===== src/hdl/drfe_pkg.sv =====
`timescale 1ns / 1ps
// ----------------------------------------------------------------------------
// drfe_pkg
// shared types, register codes and reset values of the field extractor
// ----------------------------------------------------------------------------
package drfe_pkg;

  localparam int SEP_MAX_DEF         = 4;
  localparam int FIELD_INDEX_MAX_DEF = 255;

  // separator registers hold at most four bytes
  localparam int SEP_HW_LIM = 4;
  localparam int LEN_W      = 3;
  localparam int ADDR_W     = 5;
  localparam int DATA_W     = 32;

  localparam logic [31:0]      FS_RST     = 32'd9;
  localparam logic [LEN_W-1:0] FS_LEN_RST = 3'd1;
  localparam logic [31:0]      RS_RST     = 32'd10;
  localparam logic [LEN_W-1:0] RS_LEN_RST = 3'd1;
  localparam logic [7:0]       WANTED_RST = 8'd0;

  typedef enum logic [2:0] {
    REG_FS     = 3'd0,
    REG_FS_LEN = 3'd1,
    REG_RS     = 3'd2,
    REG_RS_LEN = 3'd3,
    REG_WANTED = 3'd4
  } reg_idx_t;

  typedef struct packed {
    logic [31:0]      fs;
    logic [LEN_W-1:0] fs_len;
    logic [31:0]      rs;
    logic [LEN_W-1:0] rs_len;
    logic [7:0]       wanted;
  } cfg_t;

  typedef struct packed {
    logic [7:0] data;
    logic       byte_valid;
    logic       field_end;
    logic       record_end;
    logic       field_found;
    logic       partial_dropped;
  } result_t;

endpackage


===== src/hdl/drfe_cfg_regs.sv =====
`timescale 1ns / 1ps
// ----------------------------------------------------------------------------
// drfe_cfg_regs
// apb register file for separators, their lengths and the wanted field
// ----------------------------------------------------------------------------
module drfe_cfg_regs (
  input  logic                          clk,
  input  logic                          rst_n,
  input  logic                          psel,
  input  logic                          penable,
  input  logic                          pwrite,
  input  logic [drfe_pkg::ADDR_W-1:0]   paddr,
  input  logic [drfe_pkg::DATA_W-1:0]   pwdata,
  output logic [drfe_pkg::DATA_W-1:0]   prdata,
  output logic                          pready,
  output drfe_pkg::cfg_t                cfg
);
  import drfe_pkg::*;

  cfg_t     cfg_r;
  cfg_t     cfg_nxt;
  reg_idx_t idx;
  logic     wr_en;

  assign idx    = reg_idx_t'(paddr[ADDR_W-1:2]);
  assign wr_en  = psel & penable & pwrite;
  assign pready = 1'b1;
  assign cfg    = cfg_r;

  always_comb begin
    cfg_nxt = cfg_r;
    if (wr_en) begin
      unique case (idx)
        REG_FS:     cfg_nxt.fs     = pwdata;
        REG_FS_LEN: cfg_nxt.fs_len = pwdata[LEN_W-1:0];
        REG_RS:     cfg_nxt.rs     = pwdata;
        REG_RS_LEN: cfg_nxt.rs_len = pwdata[LEN_W-1:0];
        REG_WANTED: cfg_nxt.wanted = pwdata[7:0];
        default:    cfg_nxt = cfg_r;
      endcase
    end
  end

  always_comb begin
    unique case (idx)
      REG_FS:     prdata = cfg_r.fs;
      REG_FS_LEN: prdata = {{(DATA_W-LEN_W){1'b0}}, cfg_r.fs_len};
      REG_RS:     prdata = cfg_r.rs;
      REG_RS_LEN: prdata = {{(DATA_W-LEN_W){1'b0}}, cfg_r.rs_len};
      REG_WANTED: prdata = {{(DATA_W-8){1'b0}}, cfg_r.wanted};
      default:    prdata = '0;
    endcase
  end

  always_ff @(posedge clk) begin
    if (!rst_n) begin
      cfg_r.fs     <= FS_RST;
      cfg_r.fs_len <= FS_LEN_RST;
      cfg_r.rs     <= RS_RST;
      cfg_r.rs_len <= RS_LEN_RST;
      cfg_r.wanted <= WANTED_RST;
    end else begin
      cfg_r <= cfg_nxt;
    end
  end

endmodule


===== src/hdl/drfe_parse.sv =====
`timescale 1ns / 1ps
// ----------------------------------------------------------------------------
// drfe_parse
// pending window, separator match and record state, one byte per beat
// ----------------------------------------------------------------------------
module drfe_parse #(
  parameter int SEP_MAX         = drfe_pkg::SEP_MAX_DEF,
  parameter int FIELD_INDEX_MAX = drfe_pkg::FIELD_INDEX_MAX_DEF
) (
  input  logic              clk,
  input  logic              rst_n,
  input  drfe_pkg::cfg_t    cfg,
  input  logic              fire,
  input  logic [7:0]        in_byte,
  input  logic              eos,
  output drfe_pkg::result_t res,
  output logic              res_vld
);
  import drfe_pkg::*;

  localparam int SEP_LIM = (SEP_MAX < SEP_HW_LIM) ? SEP_MAX : SEP_HW_LIM;
  localparam int CNT_W   = $clog2(SEP_MAX + 1);
  localparam int MW      = (CNT_W > LEN_W) ? CNT_W : LEN_W;
  localparam int FC_W    = $clog2(FIELD_INDEX_MAX + 1);
  localparam int CMP_W   = (FC_W > 8) ? FC_W : 8;
  localparam int EXT_N   = SEP_MAX + SEP_HW_LIM;

  logic [7:0]       win_r   [SEP_MAX];
  logic [7:0]       win_nxt [SEP_MAX];
  logic [7:0]       win_ext [EXT_N];
  logic [CNT_W-1:0] cnt_r, cnt_nxt;
  logic [FC_W-1:0]  fc_r, fc_nxt;
  logic             sel_done_r, sel_done_nxt;
  logic             rhb_r, rhb_nxt;

  logic [MW-1:0]    fs_len, rs_len, need, cnt_app, drop;
  logic             fs_hit, rs_hit, decide, idx_eq, in_wanted;

  // length 0 acts as 1, anything above the window limit is clamped
  function automatic logic [MW-1:0] eff_len(input logic [LEN_W-1:0] v);
    logic [MW-1:0] r;
    r = MW'(v);
    if (v == '0) begin
      r = MW'(1);
    end else if (MW'(v) > MW'(SEP_LIM)) begin
      r = MW'(SEP_LIM);
    end
    return r;
  endfunction

  always_comb begin
    fs_len = eff_len(cfg.fs_len);
    rs_len = eff_len(cfg.rs_len);
    need   = (fs_len > rs_len) ? fs_len : rs_len;

    // append the new byte behind the pending ones
    for (int k = 0; k < EXT_N; k++) begin
      win_ext[k] = '0;
    end
    for (int k = 0; k < SEP_MAX; k++) begin
      win_ext[k] = win_r[k];
    end
    cnt_app = MW'(cnt_r);
    if (cnt_r < CNT_W'(SEP_MAX)) begin
      for (int k = 0; k < SEP_MAX; k++) begin
        if (CNT_W'(k) == cnt_r) begin
          win_ext[k] = in_byte;
        end
      end
      cnt_app = MW'(cnt_r) + MW'(1);
    end

    fs_hit = (fs_len <= cnt_app);
    rs_hit = (rs_len <= cnt_app);
    for (int k = 0; k < SEP_LIM; k++) begin
      if (MW'(k) < fs_len && win_ext[k] != cfg.fs[8*k +: 8]) begin
        fs_hit = 1'b0;
      end
      if (MW'(k) < rs_len && win_ext[k] != cfg.rs[8*k +: 8]) begin
        rs_hit = 1'b0;
      end
    end
    decide = (cnt_app >= need);

    idx_eq    = (CMP_W'(fc_r) == CMP_W'(cfg.wanted));
    in_wanted = idx_eq && !sel_done_r;

    fc_nxt       = fc_r;
    sel_done_nxt = sel_done_r;
    rhb_nxt      = rhb_r;
    drop         = '0;
    res          = '0;
    res_vld      = 1'b0;

    if (eos) begin
      // whole record state back to reset, pending bytes discarded
      fc_nxt              = '0;
      sel_done_nxt        = 1'b0;
      rhb_nxt             = 1'b0;
      res_vld             = rhb_r || (cnt_r != '0);
      res.partial_dropped = res_vld;
    end else if (decide) begin
      if (fs_hit) begin
        drop    = fs_len;
        rhb_nxt = 1'b1;
        if (fc_r < FC_W'(FIELD_INDEX_MAX)) begin
          fc_nxt = fc_r + FC_W'(1);
        end
        if (in_wanted) begin
          sel_done_nxt  = 1'b1;
          res.field_end = 1'b1;
          res_vld       = 1'b1;
        end
      end else if (rs_hit) begin
        drop            = rs_len;
        res.field_end   = in_wanted;
        res.record_end  = 1'b1;
        res.field_found = sel_done_r || idx_eq;
        res_vld         = 1'b1;
        fc_nxt          = '0;
        sel_done_nxt    = 1'b0;
        rhb_nxt         = 1'b0;
      end else begin
        drop    = MW'(1);
        rhb_nxt = 1'b1;
        if (in_wanted) begin
          res.data       = win_ext[0];
          res.byte_valid = 1'b1;
          res_vld        = 1'b1;
        end
      end
    end

    // shift out the decided bytes
    for (int k = 0; k < SEP_MAX; k++) begin
      win_nxt[k] = win_ext[k];
      for (int m = 1; m <= SEP_HW_LIM; m++) begin
        if (drop == MW'(m)) begin
          win_nxt[k] = win_ext[k+m];
        end
      end
    end
    cnt_nxt = eos ? '0 : CNT_W'(cnt_app - drop);
  end

  always_ff @(posedge clk) begin
    if (!rst_n) begin
      cnt_r      <= '0;
      fc_r       <= '0;
      sel_done_r <= 1'b0;
      rhb_r      <= 1'b0;
    end else if (fire) begin
      cnt_r      <= cnt_nxt;
      fc_r       <= fc_nxt;
      sel_done_r <= sel_done_nxt;
      rhb_r      <= rhb_nxt;
    end
  end

  always_ff @(posedge clk) begin
    if (fire) begin
      win_r <= win_nxt;
    end
  end

  // every beat that decides frees at least one slot, so the window never fills up
  a_cnt_room: assert property (@(posedge clk) disable iff (!rst_n)
    cnt_r < CNT_W'(SEP_MAX))
    else $error("pending window overfilled");

  a_eos_clear: assert property (@(posedge clk) disable iff (!rst_n)
    (fire && eos) |=> (cnt_r == '0 && fc_r == '0 && !sel_done_r && !rhb_r))
    else $error("record state not cleared at end of stream");

  a_res_kind: assert property (@(posedge clk) disable iff (!rst_n)
    (fire && res_vld) |-> $onehot0({res.byte_valid, res.record_end, res.partial_dropped}))
    else $error("result mixes byte, record end and drop");

endmodule


===== src/hdl/drfe_out_buf.sv =====
`timescale 1ns / 1ps
// ----------------------------------------------------------------------------
// drfe_out_buf
// output register with one skid entry that catches a result pushed under back-pressure
// ----------------------------------------------------------------------------
module drfe_out_buf (
  input  logic              clk,
  input  logic              rst_n,
  input  logic              push,
  input  drfe_pkg::result_t push_data,
  output logic              space,
  output logic              out_valid,
  input  logic              out_ready,
  output drfe_pkg::result_t out_data
);
  import drfe_pkg::*;

  result_t out_r, skid_r;
  logic    out_vld_r, skid_vld_r;
  logic    pop;

  assign pop       = out_vld_r & out_ready;
  assign space     = ~skid_vld_r;
  assign out_valid = out_vld_r;
  assign out_data  = out_r;

  always_ff @(posedge clk) begin
    if (!rst_n) begin
      out_vld_r  <= 1'b0;
      skid_vld_r <= 1'b0;
    end else if (skid_vld_r) begin
      if (pop) begin
        skid_vld_r <= 1'b0;
      end
    end else if (push) begin
      if (!out_vld_r || pop) begin
        out_vld_r <= 1'b1;
      end else begin
        skid_vld_r <= 1'b1;
      end
    end else if (pop) begin
      out_vld_r <= 1'b0;
    end
  end

  always_ff @(posedge clk) begin
    if (skid_vld_r) begin
      if (pop) begin
        out_r <= skid_r;
      end
    end else if (push) begin
      if (!out_vld_r || pop) begin
        out_r <= push_data;
      end else begin
        skid_r <= push_data;
      end
    end
  end

  a_skid_behind: assert property (@(posedge clk) disable iff (!rst_n)
    skid_vld_r |-> out_vld_r)
    else $error("skid entry held with output register empty");

  a_stall_to_skid: assert property (@(posedge clk) disable iff (!rst_n)
    (push && out_vld_r && !out_ready) |=> skid_vld_r)
    else $error("result pushed into stalled output was lost");

  a_no_overrun: assert property (@(posedge clk) disable iff (!rst_n)
    push |-> !skid_vld_r)
    else $error("push while both entries are full");

endmodule


===== src/hdl/delimited_record_field_extractor_core.sv =====
`timescale 1ns / 1ps
// ----------------------------------------------------------------------------
// delimited_record_field_extractor_core
// splits a byte stream into records and fields, forwards one chosen field
// ----------------------------------------------------------------------------
// a result beat is registered in the output register, or in the skid entry under
// back-pressure, before it shows on out_*; one input beat per cycle while
// in_tready is high, set by the window and record state update in the parse stage
// in_tready drops only while the output register and its skid entry both hold
// results; reset is synchronous, empties the pending window, clears record
// state and loads the register defaults (tab FS, newline RS, field 0)
// ----------------------------------------------------------------------------
module delimited_record_field_extractor_core #(
  parameter int SEP_MAX         = drfe_pkg::SEP_MAX_DEF,
  parameter int FIELD_INDEX_MAX = drfe_pkg::FIELD_INDEX_MAX_DEF
) (
  input  logic                        clk,
  input  logic                        rst_n,
  // input stream
  input  logic                        in_tvalid,
  output logic                        in_tready,
  input  logic [7:0]                  in_tdata,   // [7:0] in_byte
  input  logic                        in_tlast,   // end_of_stream
  // result stream
  output logic                        out_tvalid,
  input  logic                        out_tready,
  output logic [7:0]                  out_tdata,  // [7:0] out_byte
  output logic                        out_tlast,  // record_end
  output logic [3:0]                  out_tuser,  // [0] byte_valid, [1] field_end,
                                                  // [2] field_found, [3] partial_dropped
  // configuration
  input  logic                        cfg_psel,
  input  logic                        cfg_penable,
  input  logic                        cfg_pwrite,
  input  logic [drfe_pkg::ADDR_W-1:0] cfg_paddr,
  input  logic [drfe_pkg::DATA_W-1:0] cfg_pwdata,
  output logic [drfe_pkg::DATA_W-1:0] cfg_prdata,
  output logic                        cfg_pready
);
  import drfe_pkg::*;

  cfg_t    cfg;
  result_t res;
  result_t out_data;
  logic    res_vld;
  logic    in_fire;
  logic    space;

  // a beat enters whenever the skid entry is free
  assign in_tready = space;
  assign in_fire   = in_tvalid & in_tready;

  drfe_cfg_regs u_cfg (
    .clk     (clk),
    .rst_n   (rst_n),
    .psel    (cfg_psel),
    .penable (cfg_penable),
    .pwrite  (cfg_pwrite),
    .paddr   (cfg_paddr),
    .pwdata  (cfg_pwdata),
    .prdata  (cfg_prdata),
    .pready  (cfg_pready),
    .cfg     (cfg)
  );

  // window append, separator compare and record bookkeeping
  drfe_parse #(
    .SEP_MAX         (SEP_MAX),
    .FIELD_INDEX_MAX (FIELD_INDEX_MAX)
  ) u_parse (
    .clk     (clk),
    .rst_n   (rst_n),
    .cfg     (cfg),
    .fire    (in_fire),
    .in_byte (in_tdata),
    .eos     (in_tlast),
    .res     (res),
    .res_vld (res_vld)
  );

  // only beats that produce a result are queued
  drfe_out_buf u_out (
    .clk       (clk),
    .rst_n     (rst_n),
    .push      (in_fire & res_vld),
    .push_data (res),
    .space     (space),
    .out_valid (out_tvalid),
    .out_ready (out_tready),
    .out_data  (out_data)
  );

  assign out_tdata = out_data.data;
  assign out_tlast = out_data.record_end;
  assign out_tuser = {out_data.partial_dropped, out_data.field_found,
                      out_data.field_end, out_data.byte_valid};

endmodule

===== config.mk =====
export PLATFORM = sky130hd
export DESIGN_NAME = delimited_record_field_extractor_core
export DESIGN_NICKNAME = d
export VERILOG_FILES = /design/src/hdl/drfe_pkg.sv /design/src/hdl/drfe_cfg_regs.sv /design/src/hdl/drfe_parse.sv /design/src/hdl/drfe_out_buf.sv /design/src/hdl/delimited_record_field_extractor_core.sv
export SDC_FILE = /design/constraint.sdc
export NUM_CORES = 1
export LEC_CHECK = 0
export ABC_CLOCK_PERIOD_IN_PS = 12140
export BUFFER_PORTS_ARGS = -buffer_cell sky130_fd_sc_hd__buf_2
export CAP_MARGIN = 5
export CELL_PAD_IN_SITES_DETAIL_PLACEMENT = 1
export CELL_PAD_IN_SITES_GLOBAL_PLACEMENT = 2
export CORE_ASPECT_RATIO = 1.4
export CORE_MARGIN = 2
export CORE_UTILIZATION = 41
export CTS_BUF_LIST = sky130_fd_sc_hd__clkbuf_2 sky130_fd_sc_hd__clkbuf_4 sky130_fd_sc_hd__clkbuf_8
export CTS_CLUSTER_DIAMETER = 80
export CTS_CLUSTER_SIZE = 30
export DETAILED_ROUTE_END_ITERATION = 7
export PLACE_DENSITY = 0.88
export SYNTH_ARGS = -nofsm -noshare
export SYNTH_HDL_FRONTEND = slang
export SYNTH_SLANG_ARGS = --single-unit

===== constraint.sdc =====
create_clock -name clk -period 12.14 [get_ports clk]
set_clock_uncertainty 0.15 [all_clocks]
set_input_delay 0.607 -clock clk [delete_from_list [all_inputs] [get_ports clk]]
set_output_delay 0.607 -clock clk [all_outputs]
set_load 0.01 [all_outputs]

==> metrics, run 1 <==
outcome=complete, no violations; Levels on crit path=15; vias per cell=just under 6; Post-synth EDFFs=58; Iter 0 DRT Violations=486; FMAX=0.1925 GHz; CP required=12.20 ns; worst-path fanout max=21; commonest cells after routing, fill and taps aside=nand2_1 (186), buf_2 (97), dfxtp_1 (93); total grt overflow=0; CP endpoint kind=flip-flop; internal power=0.8198 mW; CP most frequent cell=ha_1; post-DP HPWL=24,750 um; total core area=~23,000 um2; vias in the first global route=around 9,100; diodes inserted=0; clock sinks=between 150 and 200; CP cell instances=nor2b_1, inv_1, ha_1, a221oi_1, a31o_2, nand2_1, o21ai_0, ha_1, nand2b_1, o211a_1, or2_2, o211ai_4, or2_1, a211o_2, o221ai_1; biggest area consumer among synthesized cells=dfxtp_1; # resized after CTS=0; Synth warnings=0; TritonCTS clock tree=done; CTS Buf Count=17; # port buffers=97; io pins=roughly 100; gr usage total=0.2762; area grow syn2layout=10.44%; Final ANT Viol Nets=0; Seq/Total Area, Yosys=0.3718; Period minus WS final=5.195 ns; total die area=between 20,000 and 25,000 um2; placed inst area=10,320 um2; WS Path Type=reg2reg; Post-Synthesis Cell Area=9692 um2; final setup TNS=0 ns; Final Cycle Share=0.4280; Setup WS pre-CTS=7.026 ns; P_sw=roughly 0.36 mW; total number of vias=8,795; first-pass GRT wire length=52,430 um; die span in y=185.9 um; asr flop ratio synth=0; crit start category=flip-flop; Inst Count DP=1,460; Hold Fails Final Rpt=0; Mapped Cells=between 1,000 and 1,500; Final Max Tran Viols=0; Synth Register Bits=151; pwr dens=110.1 nW/um2; CTS root buf=clkbuf_8; Clock Power Share=0.336; RSZ-0062 raised after global routing=false; Static Leak=4.071 nW; switching part of the total=0.3046; CP delay by family, top=simple AND/OR/NAND/NOR gates; Row Count=66; Design Area, Final=10,700 um2; syn nets=1,186; Non-Filler Instances=1,492; Arr. time, crit path=5.25 ns; slowest stage delay, CP=0.71 ns; wire length per cell=22.42 um; average size of a mapped cell=8.677 um2; Die X=133.9 um; worst rel slew slack=0.4115; H-tree depth=4; ratio of cells with drive above 1 in the final layout=0.1653; final setup fails=0; Setup Buffers After CTS=0; worst path bufs/invs=1; Clk Latency, worst-skew pair=0.49 ns; synth top area cells=dfxtp_1 (19%), edfxtp_1 (18%), nand2_1 (7.2%); worst hold path type=in2reg; peak supply drop=slightly above 60 uV; Initial Util=0.4177; slowest CP cell=or2_1; MaxCap Viol Count=0; Final nets=around 1,200; Flop pwr share=0.491; r2r worst-path depth=15; Post-CTS Hold Buffers=0; commonest non-fill, non-tap cell in the layout=nand2_1; actual transition at the worst max-transition pin=0.8583 ns; gpl congestion=0.9276; Core Util, Final=0.4613; DRC viols=0; WL final=33,460 um; initial antenna violation count=0; clk buf depth=2; post-synth cell types=92; Logic pwr share=0.173; post-synth top area share=0.1921; first drt pass iteration count=5; largest net degree at the start of global routing=89; Hold Path Cell Cnt=3; worst setup margin=6.945 ns; Clock Pin Slew Worst Setup and Hold Paths=0.09 ns; ys flop type=dfxtp_1
==> worst reg2reg max path: stages, from the launching register on <==
cell and delay (ns):
dfxtp_1 0.49, nor2b_1 0.40, inv_1 0.22, ha_1 0.36, a221oi_1 0.36, a31o_2 0.21, nand2_1 0.06, o21ai_0 0.10
ha_1 0.25, nand2b_1 0.17, o211a_1 0.24, or2_2 0.52, o211ai_4 0.28, or2_1 0.71, a211o_2 0.26, o221ai_1 0.12
==> power groups by stage <==
stage	registers, mW	clock network, mW	logic [mW]
floorplan	0.581	0	0.137
global placement	0.589	0	0.197
detailed placement	0.590	0	0.202
CTS	0.578	0.404	0.203
global route	0.581	0.421	0.223
finish	0.579	0.397	0.204
==> metal layers <==
layer  up-vias  track usage  wire (um)
li1       4135            -          -
met1      4378       0.3038      13170
met2       211       0.5161      17720
met3        71      0.04031       1061
met4         0       0.1353       1507
met5         -            0          0
==> cells in the mapped netlist, types with 9 or more instances <==
cell type and count:
nand2_1 186, a21oi_1 41, dfxtp_1 93, o21ai_0 30
o221ai_1 12, inv_1 51, a21boi_0 71, nor2_1 75
clkbuf_1 53, xnor2_1 40, xor2_1 26, edfxtp_1 58
nor2b_1 29, a2111oi_0 10, or2_2 9, mux2_2 11
a22o_1 27, ha_1 15, mux2i_1 34, nor3_1 14
o31ai_1 14, nand3_1 28
==> path summary, 6_finish.rpt <==
check / slack, ns / start / to
setup reg to reg: 6.94 / u_cfg.cfg[9] / u_parse.win_r[26]
hold reg to reg: 0.34 / u_cfg.cfg[55] / u_cfg.cfg[55]
setup / recovery: 6.94 / u_cfg.cfg[9] / u_parse.win_r[26]
hold / removal: 0.22 / cfg_pwdata[19] / u_cfg.cfg[65]
==> cell families (layout without fill, tap and decap cells) <==
logic type | after synthesis | in the layout | synth area share
buf+inv | 124 | 193 | 0.05499
flops | 151 | 151 | 0.3718
other cells | 1 | 1 | 0.0003869
xor+xnor | 66 | 66 | 0.05964
fa+ha+maj | 17 | 17 | 0.02246
mux | 48 | 48 | 0.05229
simple gates | 403 | 403 | 0.1967
compound gates | 307 | 307 | 0.2417
==> state kept, by name, indices dropped and copies added, names as in the netlist, 3 cells and up <==
signal	count
u_out.skid_r	13
u_out.out_data	13
u_parse.cnt_r	3
u_parse.win_r	32
u_cfg.cfg	78
u_parse.fc_r	8
==> cell type report <==
type | instances | area, um2
Sequential cell | 151 | 3603
Inverter | 53 | 198.9
Clock buffer | 19 | 255.2
Clock inverter | 13 | 130.1
Timing Repair Buffer | 108 | 568.0
Multi-Input combinational cell | 842 | 5565
Tap cell | 306 | 382.9
Fill cell | 2771 | 12500
==> metrics by stage <==
step	hold WS, ns	total power, mW
detailed placement	0.3315	0.7917
finish	0.2224	1.179
CTS	0.1959	1.185
global placement	0.3095	0.7859
global route	0.2216	1.225
floorplan	0.2971	0.7180
Note: power is estimated with default switching activity, not from simulation.
==> run 2: changes to the inputs <==
Settings changed: ABC_AREA from default to 1, ABC_CLOCK_PERIOD_IN_PS 12140 to 5400, CORE_UTILIZATION 41 to 34, PLACE_DENSITY 0.88 to 0.81.
Clock period 12.14 ns to 5.4 ns, I/O delays scaled along.
==> run 2 against run 1 <==
  * Final cell count up 25%
  * Area after synthesis is 2.7% lower
  * Design area increased by 1.7%
  * Die area increased by 17%
  * First-iteration DRC count down 7.2%
  * Largest power group unchanged
  * Via count rose by 8.5%
  * Utilization is 6.5 points lower
  * Global-route usage is 3.4 points lower
  * Highest routed layer unchanged
  * Worst setup slack worse by 6.1 ns
==> metrics, run 2 <==
# port buffers=between 90 and 100; Mapped Cells=1,380; Pwr Total=between 2 and 3 mW; GR Layer Usage met2=0.4481; Design Area, Final=10,890 um2; gpl congestion=0.8856; clk buf depth=2; Initial Util=0.3434; Hold Path Cell Cnt=3; diodes inserted=0; WS Path Type=reg2reg; Synth warnings=0; GRT busiest layer=met2; Post-Synthesis Cell Area=between 9000 and 10,000 um2; max reg flops=78; peak supply drop=about 150 uV; Die X=144.8 um; count leader, synth=nand2_1; io pins=101; Clk Latency, worst-skew pair=0.49 ns; syn nets=roughly 1,400; Final ANT Viol Nets=0; Final Cycle Share=0.8442; initial antenna violation count=0; area of the multi-input gates=4767 um2; ys flop type=dfxtp_1; Layout fillers=between 3,000 and 4,000; Core Util, Final=0.3963; ratio of cells with drive above 1 in the final layout=0.1347; Clock Pin Slew Worst Setup and Hold Paths=0.10 ns; crit start category=flip-flop; # resized after CTS=0; placed inst area=a little over 10,000 um2; Post-synth EDFFs=58; vias per cell=5.104; vias in the first global route=9,564; asr flop ratio synth=0; DRC viols=0; R2R Path Start=u_parse.cnt_r[1]; total core area=27,480 um2; commonest non-fill, non-tap cell in the layout=nand2_1; area grow syn2layout=15.41%; H-tree depth=4; clock sinks=151; biggest area consumer among synthesized cells=dfxtp_1; worst-path fanout max=16; Commonest cells post-synth=nand2_1 (336), inv_1 (190), nand3_1 (160), nor2_1 (119), a21oi_1 (110); Arr. time, crit path=~4.8 ns; Hold Fails Final Rpt=0; total grt overflow=0; worst rel slew slack=0.4293; Setup Buffers After CTS=0; Hold WS=0.02095 ns; total die area=29,110 um2; TritonCTS clock tree=done; Reg area=3603 um2; Iter 0 DRT Violations=451; WL final=34,670 um; final setup TNS=0 ns; die span in y=201.1 um; post-synth top area share=0.1973; Seq/Total Area, Yosys=0.3820; Final nets=1,556; sink of the worst hold path=u_cfg.cfg[2]; Row Count=72; CTS root buf=clkbuf_8; post-DP HPWL=between 20,000 and 30,000 um; r2r worst-path depth=21; first drt pass iteration count=5; wire length per cell=18.54 um; CP endpoint kind=flip-flop; RR Endpoint=u_parse.cnt_r[2]; commonest cells after routing, fill and taps aside=nand2_1 (336), inv_1 (186), nand3_1 (160); actual transition at the worst max-transition pin=0.8530 ns; R2R setup slack=0.84 ns; outcome=complete, no violations; Period minus WS final=approximately 4.6 ns; CP required=5.66 ns; grt met1 use=0.2722; MaxCap Viol Count=0; largest net degree at the start of global routing=61; post-synth cell types=46; Static Leak=4.994 nW; FMAX=0.2194 GHz; total number of vias=9,545; gr usage total=0.2423; Final Max Tran Viols=0; hold_sp=cfg_pwdata[2]; CTS Buf Count=17; worst hold path type=in2reg; first-pass GRT wire length=53,420 um; average size of a mapped cell=6.836 um2; pwr dens=267.9 nW/um2; synth top area cells=dfxtp_1 (20%), edfxtp_1 (18%), nand2_1 (13%); Setup crit start=u_parse.cnt_r[1]; GRT met3 Usage=0.03118; RSZ-0062 raised after global routing=false; Synth Register Bits=151; final setup fails=0
-- run 2: cell count changes in the layout (fill, tap and decap cells not counted), moves of 44 or more --
cell      previous run  this run
a21boi_0            71         0
o21ai_0             30       101
a21oi_1             41       110
nand3_1             28       160
nand2_1            186       336
nor2_1              75       119
inv_1               51       186
-- run 2: metrics by stage --
| step | worst slack (ns) | std cells |
|---|---|---|
| 6_report | 0.8414 | 1870 |
| 2_1_floorplan | 1.545 | 1380 |
| 3_5_place_dp | 0.8915 | 1806 |
| 4_1_cts | 0.8573 | 1870 |
| 3_3_place_gp | 0.9667 | 1806 |
| 5_1_grt | 0.4449 | 1870 |
-- run 2: area by class of cell --
cell class | instances | area share
repair buffers | 141 | 0.08343
multi-input cells | 973 | 0.4378
clock inverters | 14 | 0.01172
flip-flops and latches | 151 | 0.3310
inverters | 203 | 0.07079
clock buffers | 18 | 0.02275
well taps | 370 | 0.04252
-- run 2: logic make-up after synthesis --
| logic type | share of synthesized area |
|---|---|
| AOI/OAI and AO/OA | 0.1595 |
| xor gates and xnor gates | 0.01021 |
| adders and majority gates | 0.02202 |
| buffers and inverters | 0.1127 |
| DFF | 0.3820 |
| muxes | 0.001194 |
| other | 0.0003975 |
| and+or+nand+nor | 0.3119 |
-- run 2: how the worst max path moves through the flow --
stage,slack [ns],end,depth (start not counted)
floorplan,1.54,u_parse.cnt_r[2],25
global placement,0.97,u_parse.cnt_r[2],24
detailed placement,0.89,u_parse.cnt_r[2],21
CTS,0.86,u_parse.cnt_r[2],21
global route,0.44,u_parse.cnt_r[2],23
finish,0.84,u_parse.cnt_r[2],21
-- run 2: layer usage --
metal,vias up,routed length [um]
met4,0,1438
met3,63,985
met1,4568,14100
met2,181,18150
li1,4733,-
met5,-,0
-- run 2: critical path, cell delays in order, from the launching register on --
cell and delay [ns]:
dfxtp_1 0.36, inv_1 0.11, ha_1 0.68, nand2_2 0.38
nand2_1 0.21, nand2_1 0.15, nand2_1 0.09, nand2_1 0.05
nor2_1 0.12, nand2_1 0.07, nor2_1 0.29, nor2_1 0.13
nor2_4 0.14, nand3_1 0.17, nand3_4 0.20, inv_2 0.06
ha_1 0.19, fa_1 0.38, xor2_1 0.18, xor2_1 0.18
nand2_1 0.06, a21oi_1 0.11
-- run 2: what timing repair did --
item	4_1_cts	5_1_grt
endpoints found under the hold margin	69	0
hold buffers	32	0
endpoints found under the setup margin	0	0
-- run 2: power breakdown --
part	internal (mW)	switching, mW	leakage (nW)
clock network	0.351	0.532	0.193
logic	0.229	0.503	3.48
registers	1.27	0.0322	1.32
total	1.85	1.07	4.99
